--- src/hdl/vat_pkg.sv ---
// shared constants and types of the vertex affine transform
`default_nettype none

package vat_pkg;

	// trig values: signed Q1.16
	localparam int TRIG_WIDTH = 18;
	localparam int TRIG_FRAC  = 16;

	// rotation angle register: signed Q2.16 radians
	localparam int ANGLE_WIDTH   = 19;
	localparam int ANGLE_PI      = 205887;
	localparam int ANGLE_HALF_PI = 102944;

	// cordic setup
	localparam int CORDIC_STEPS = 16;
	localparam int CORDIC_GUARD = 8;
	localparam int CORDIC_START = 10188014;
	localparam int TRIG_MAX     = 131071;
	localparam int TRIG_MIN     = -131072;
	localparam int ATAN_WIDTH   = 17;

	localparam logic [ATAN_WIDTH-1:0] ATAN_TAB [CORDIC_STEPS] = '{
		17'd51472, 17'd30386, 17'd16055, 17'd8150, 17'd4091, 17'd2047, 17'd1024, 17'd512,
		17'd256,   17'd128,   17'd64,    17'd32,   17'd16,   17'd8,    17'd4,    17'd2
	};

	// operation codes of the mode register
	localparam int MODE_WIDTH = 3;
	localparam logic [MODE_WIDTH-1:0] MODE_TRANSLATE = 3'd0;
	localparam logic [MODE_WIDTH-1:0] MODE_ROT_X     = 3'd1;
	localparam logic [MODE_WIDTH-1:0] MODE_ROT_Y     = 3'd2;
	localparam logic [MODE_WIDTH-1:0] MODE_ROT_Z     = 3'd3;
	localparam logic [MODE_WIDTH-1:0] MODE_SCALE     = 3'd4;

	// register indexes of the write port
	localparam int REG_INDEX_WIDTH = 3;
	localparam logic [REG_INDEX_WIDTH-1:0] REG_MODE    = 3'd0;
	localparam logic [REG_INDEX_WIDTH-1:0] REG_ANGLE   = 3'd1;
	localparam logic [REG_INDEX_WIDTH-1:0] REG_SHIFT_X = 3'd2;
	localparam logic [REG_INDEX_WIDTH-1:0] REG_SHIFT_Y = 3'd3;
	localparam logic [REG_INDEX_WIDTH-1:0] REG_SHIFT_Z = 3'd4;
	localparam logic [REG_INDEX_WIDTH-1:0] REG_SCALE   = 3'd5;

	// per-stage load enables of the datapath pipeline
	typedef struct packed {
		logic s1;
		logic s2;
		logic s3;
		logic s4;
		logic s5;
	} vat_adv_t;

endpackage

`default_nettype wire

--- src/hdl/vat_cordic.sv ---
// iterative cordic that turns the angle register into cosine and sine
`default_nettype none

module vat_cordic (
	input  wire logic                                 clk,
	input  wire logic                                 arst_n,
	input  wire logic                                 wr_angle,
	input  wire logic [vat_pkg::ANGLE_WIDTH-1:0]      angle,
	output logic signed [vat_pkg::TRIG_WIDTH-1:0]     cos_value,
	output logic signed [vat_pkg::TRIG_WIDTH-1:0]     sin_value,
	output logic                                      busy
);
	import vat_pkg::*;

	localparam int XW  = 27;
	localparam int ZW  = 20;
	localparam int RW  = 20;
	localparam int CNT = $clog2(CORDIC_STEPS);

	localparam logic [1:0] CS_IDLE = 2'd0;
	localparam logic [1:0] CS_RUN  = 2'd1;
	localparam logic [1:0] CS_DONE = 2'd2;

	localparam logic signed [ZW-1:0] PI_Z      = ZW'(ANGLE_PI);
	localparam logic signed [ZW-1:0] HALF_PI_Z = ZW'(ANGLE_HALF_PI);
	localparam logic signed [XW-1:0] X_START   = XW'(CORDIC_START);
	localparam logic signed [XW-1:0] X_ROUND   = XW'(1 << (CORDIC_GUARD - 1));
	localparam logic signed [RW-1:0] T_MAX     = RW'(TRIG_MAX);
	localparam logic signed [RW-1:0] T_MIN     = RW'(TRIG_MIN);

	logic [1:0]              state_q;
	logic [CNT-1:0]          step_q;
	logic                    flip_q;
	logic signed [XW-1:0]    x_q;
	logic signed [XW-1:0]    y_q;
	logic signed [ZW-1:0]    z_q;
	logic signed [TRIG_WIDTH-1:0] cos_q;
	logic signed [TRIG_WIDTH-1:0] sin_q;

	logic signed [ZW-1:0]    a_ext;
	logic signed [ZW-1:0]    a_clamp;
	logic signed [ZW-1:0]    z_start;
	logic                    flip_start;
	logic signed [XW-1:0]    dx;
	logic signed [XW-1:0]    dy;
	logic signed [ZW-1:0]    atan_z;
	logic signed [XW-1:0]    x_rnd;
	logic signed [XW-1:0]    y_rnd;
	logic signed [RW-1:0]    x_fin;
	logic signed [RW-1:0]    y_fin;

	function automatic logic signed [TRIG_WIDTH-1:0] clamp_trig(input logic signed [RW-1:0] v);
		if (v > T_MAX)
			clamp_trig = T_MAX[TRIG_WIDTH-1:0];
		else if (v < T_MIN)
			clamp_trig = T_MIN[TRIG_WIDTH-1:0];
		else
			clamp_trig = v[TRIG_WIDTH-1:0];
	endfunction

	// clamp to +-pi and fold into +-pi/2
	always_comb begin
		a_ext = {{(ZW-ANGLE_WIDTH){angle[ANGLE_WIDTH-1]}}, angle};
		if (a_ext > PI_Z)
			a_clamp = PI_Z;
		else if (a_ext < -PI_Z)
			a_clamp = -PI_Z;
		else
			a_clamp = a_ext;
		if (a_clamp > HALF_PI_Z) begin
			z_start    = a_clamp - PI_Z;
			flip_start = 1'b1;
		end else if (a_clamp < -HALF_PI_Z) begin
			z_start    = a_clamp + PI_Z;
			flip_start = 1'b1;
		end else begin
			z_start    = a_clamp;
			flip_start = 1'b0;
		end
	end

	// one micro-rotation
	assign dx     = y_q >>> step_q;
	assign dy     = x_q >>> step_q;
	assign atan_z = ZW'(ATAN_TAB[step_q]);

	// round off the guard bits and undo the fold
	always_comb begin
		x_rnd = (x_q + X_ROUND) >>> CORDIC_GUARD;
		y_rnd = (y_q + X_ROUND) >>> CORDIC_GUARD;
		x_fin = flip_q ? -x_rnd[RW-1:0] : x_rnd[RW-1:0];
		y_fin = flip_q ? -y_rnd[RW-1:0] : y_rnd[RW-1:0];
	end

	// sequencer and held results
	always_ff @(posedge clk or negedge arst_n) begin
		if (!arst_n) begin
			state_q <= CS_IDLE;
			step_q  <= '0;
			cos_q   <= TRIG_WIDTH'(1 << TRIG_FRAC);
			sin_q   <= '0;
		end else if (wr_angle) begin
			state_q <= CS_RUN;
			step_q  <= '0;
		end else begin
			case (state_q)
				CS_RUN: begin
					step_q <= step_q + CNT'(1);
					if (step_q == CNT'(CORDIC_STEPS - 1))
						state_q <= CS_DONE;
				end
				CS_DONE: begin
					cos_q   <= clamp_trig(x_fin);
					sin_q   <= clamp_trig(y_fin);
					state_q <= CS_IDLE;
				end
				default: begin
					state_q <= CS_IDLE;
				end
			endcase
		end
	end

	// rotation vector
	always_ff @(posedge clk) begin
		if (wr_angle) begin
			x_q    <= X_START;
			y_q    <= '0;
			z_q    <= z_start;
			flip_q <= flip_start;
		end else if (state_q == CS_RUN) begin
			if (!z_q[ZW-1]) begin
				x_q <= x_q - dx;
				y_q <= y_q + dy;
				z_q <= z_q - atan_z;
			end else begin
				x_q <= x_q + dx;
				y_q <= y_q - dy;
				z_q <= z_q + atan_z;
			end
		end
	end

	assign cos_value = cos_q;
	assign sin_value = sin_q;
	assign busy      = (state_q != CS_IDLE);

endmodule

`default_nettype wire

--- config.mk ---
export PLATFORM = sky130hd
export DESIGN_NAME = vat_cordic
export DESIGN_NICKNAME = d
export VERILOG_FILES = /design/src/hdl/vat_pkg.sv /design/src/hdl/vat_cordic.sv
export SDC_FILE = /design/constraint.sdc
export NUM_CORES = 1
export LEC_CHECK = 0
export ABC_AREA = 1
export BUFFER_PORTS_ARGS = -buffer_cell sky130_fd_sc_hd__buf_2
export CORE_UTILIZATION = 55
export DETAILED_ROUTE_END_ITERATION = 16
export PLACE_DENSITY = 0.79
export SKIP_LAST_GASP = 1
export SYNTH_ARGS = -nofsm -noshare
export SYNTH_HDL_FRONTEND = slang
export SYNTH_SLANG_ARGS = --single-unit
export TNS_END_PERCENT = 20
--- constraint.sdc ---
create_clock -name clk -period 4.58 [get_ports clk]
set_input_delay 0.229 -clock clk [delete_from_list [all_inputs] [get_ports clk]]
set_output_delay 0.229 -clock clk [all_outputs]
set_load 0.1 [all_outputs]
==> flow_summary.yaml <==
status:
  status: "finished, final reports clean"
worst_setup_path:
  data_arrival_at_the_endpoint_of_the_critical_path_ps: 4780
  crit_path_start_kind: "flip-flop"
  critical_path.top_delay_family: "simple AND/OR/NAND/NOR gates"
  critical_path.max_fanout: 19
  max_stage_delay_ps: 490
  cp_slowest_cell: "dfrtp_2"
  cp_cell_sequence: "clkinv_4 > clkbuf_16 > nand2_1 > nand3_1 > nand3_1 > nand2_1 > nand2_1 > nand3_1 > or2_1 > nor3_4 > buf_4 > nor2_1 > xor2_1 > ha_1 > nand2_1 > o21ai_1 > a21oi_1 > o21ai_1 > a21boi_0 > buf_4 > o21bai_1 > a21oi_1 > o21ai_0 > o21ai_0"
  critical_path_class: "flip-flop to flip-flop"
  endpoint_kind: "flip-flop"
  critPathBufInv: 4
  timing.critical_path.mode_cell: "nand2_1"
  cp_data_required_time_ps: 4860
logic_synthesis:
  yosysMostFrequentCell: "nand2_1"
  syn-num-nets: 2783
  synth_edf_count: 21
  synthesis.area_per_instance_um2: 5.90
  share_of_synthesized_cell_area_in_and_or_nand_and_nor_gates_pct: 40.3
  synth_cells: 2668
  synth.lib_cells_used.distinct: 64
  synth.area.mux_share_pct: 0
  synth_seq_cells: 117
  synthesis.area_um2: 15800
  seq_area_frac_synth_pct: 17.5
  fraction_of_registers_with_async_set_or_reset_after_synthesis_pct: 35.9
  synth_top_flop_cell: "dfxtp_1"
  netlist.area_leader.share_pct: 17.9
  synth-xor-area-share_pct: 8.00
  adder_cell_area_share_of_the_yosys_netlist_pct: 7.53
  synth_compound_area_share_pct: 15.8
  ys_top_cells_by_count: "750 x nand2_1, 313 x inv_1, 310 x nand3_1, 258 x nor2_1, 154 x a21oi_1"
  synth_top_cells_by_area: "nand2_1 18%, nand3_1 9.9%, inv_1 7.5%"
  synth_warnings: 0
  synth_top_family_by_area: "simple AND/OR/NAND/NOR gates"
  synth_area_leader_cell: "nand2_1"
sta:
  max-slew-margin-rel_pct: 17.2
  timing_max_transition_violations_final: 0
  finalSetupViolations: 0
  period_share_pct: 98.3
  rsz0062_at_grt: "true"
  layout_min_cycle_time_ps: 4500
  finClkSkew_ps: 9.91
  worst_slew_pin_slew_ps: 1240
  hold_violations: 0
  max_freq_mhz: 222
cts:
  cts_tree: "done"
  cts_root_buf: "clkbuf_16"
  cts-buffers-inserted: 17
  ctsLongestPathBuffers: 2
  cts_htree_levels: 4
  cts_num_sinks: 117
  path_clk_slew_ps: 60
  worst_skew_pair.late_latency_ps: 440
min_path:
  hold_removal_path_class: "input pin to async pin"
cells_and_area:
  multi_input_area_um2: 11700
  final_core_util_pct: 64.3
  flow.area_growth_from_synthesis_pct: 14.3
  drive_above_1_share_pct: 13.8
  layout.cells.non_filler: 3145
  fin_nets: 2869
  diodes: 0
  num-fill-cells: 2700
  sequential_cell_area_um2: 2770
route:
  drc_errors: 0
  detail_route.iter0.violations: 1670
  detail_route.wirelength_um: 51600
  vias_per_cell: 5.74
  wire_per_inst_um: 16.4
  ant_nets: 0
  drt-pass1-iter-count: 7
  route.vias.total: 18000
global_routing:
  grt_pass1_wl_um: 80700
  grt_antenna_before_repair: 0
  grt_max_degree: 57
  grt_util_all_layers_pct: 34.6
  grt_overflow: 0
  grt_pass1_vias: 16200
pwr:
  vdd.ir_drop.worst_v: 0.000471
  power-per-cell-area_nw_per_um2: 823
  p_total_mw: 14.8
  p_leak_nw: 9.16
placement:
  gp_congestion: 1.02
  place.detailed.hpwl_um: 39300
  place_inst: 3092
  buffer_ports.inserted: 58
floorplan:
  floorplan.die_area_um2: 29300
  initial_utilization_pct: 56.2
  die-height_um: 171
  placementRows: 61
  core_um2: 28000
  boundaryPins: 59
  chipWidth_um: 171
run:
  drv_cap: 0
## registers in the layout (all words and copies together), names as in the netlist
name,cells
cos_value,18
flip_q,1
sin_value,18
state_q,2
step_q,4
x_q,27
y_q,27
z_q,20
## placed cells by master (no fill, tap or decap), types with 54 or more instances in the layout
cell type and instances:
a21oi_1 136, ha_1 82, nand2_1 731, nand3_1 296
buf_2 58, buf_4 87, dfxtp_1 54, nor2_1 246
o21ai_0 131, xor2_1 109, inv_1 309
## per-layer routing
layer | track usage, % | part of all wire [%] | up-vias
li1 | - | - | 8915
met1 | 43.7 | 42 | 8263
met2 | 58.6 | 46 | 718
met3 | 4.62 | 7.3 | 146
met4 | 15.1 | 4.2 | 0
met5 | 0 | 0 | -
## where the power goes
group / internal (mW) / switching [mW]
registers: 1.46 / 0.376
logic: 4.21 / 7.28
clock network: 0.906 / 0.571
## final cells by class
cell class                      count  share of cell area [%]
Multi-Input combinational cell   2132                    65.2
Sequential cell                   117                    15.4
Inverter                          329                    6.91
Timing Repair Buffer              157                    6.47
Tap cell                          378                    2.63
Clock buffer                       21                    2.62
Clock inverter                     11                   0.820
## final timing paths
path	startpoint	to	slack, ps	cells after the start
setup / recovery	step_q[0]$_DFFE_PN0P_	y_q[20]$_SDFFE_PP0P_	80	24
hold / removal	arst_n	sin_value[14]$_DFFE_PN0P_	410	3
setup reg to reg	step_q[0]$_DFFE_PN0P_	y_q[20]$_SDFFE_PP0P_	80	24
hold reg to reg	cos_value[17]$_DFFE_PN0P_	cos_value[17]$_DFFE_PN0P_	500	2
max in group asynchronous	arst_n	step_q[3]$_DFFE_PN0P_	3750	3
min in group clk	wr_angle	y_q[22]$_SDFFE_PP0P_	420	2
## kinds of logic (layout without fill, tap and decap cells)
family                     Yosys count  count (layout)
and+or+nand+nor                   1463            1463
DFF                                117             117
AOI/OAI and AO/OA                  433             433
adders and majority gates           93              93
buffers and inverters              419             518
xor gates and xnor gates           143             143
## worst reg2reg max path, delay by kind of cell (launching register included)
family / cells / cell delay [ps]
buffers and inverters: 4 / 780
AOI/OAI and AO/OA: 8 / 1150
DFF: 1 / 490
xor gates and xnor gates: 1 / 170
adders and majority gates: 1 / 370
and+or+nand+nor: 10 / 1390
## stage by stage
step                      setup slack, ps  hold WS (ps)  setup TNS [ps]  area, µm²
final                                76.2           407               0      18000
after global routing                 -146           449           -1260      18000
after CTS                           -46.7           403           -87.7      17300
after detailed placement             -189           336            -350      16700
after global placement               -178           328            -362      16700
after floorplan                       583         -66.6               0      15800
## timing repair
action,4_1_cts,5_1_grt
buffers inserted,0,17
pin swaps,0,31
gates resized for setup,4,127
cloned,0,3
endpoints found under the setup margin,5,34
hold buffers,1,0
hold endpoints to repair,41,0
No activity file was read; power rests on OpenSTA's default activity.
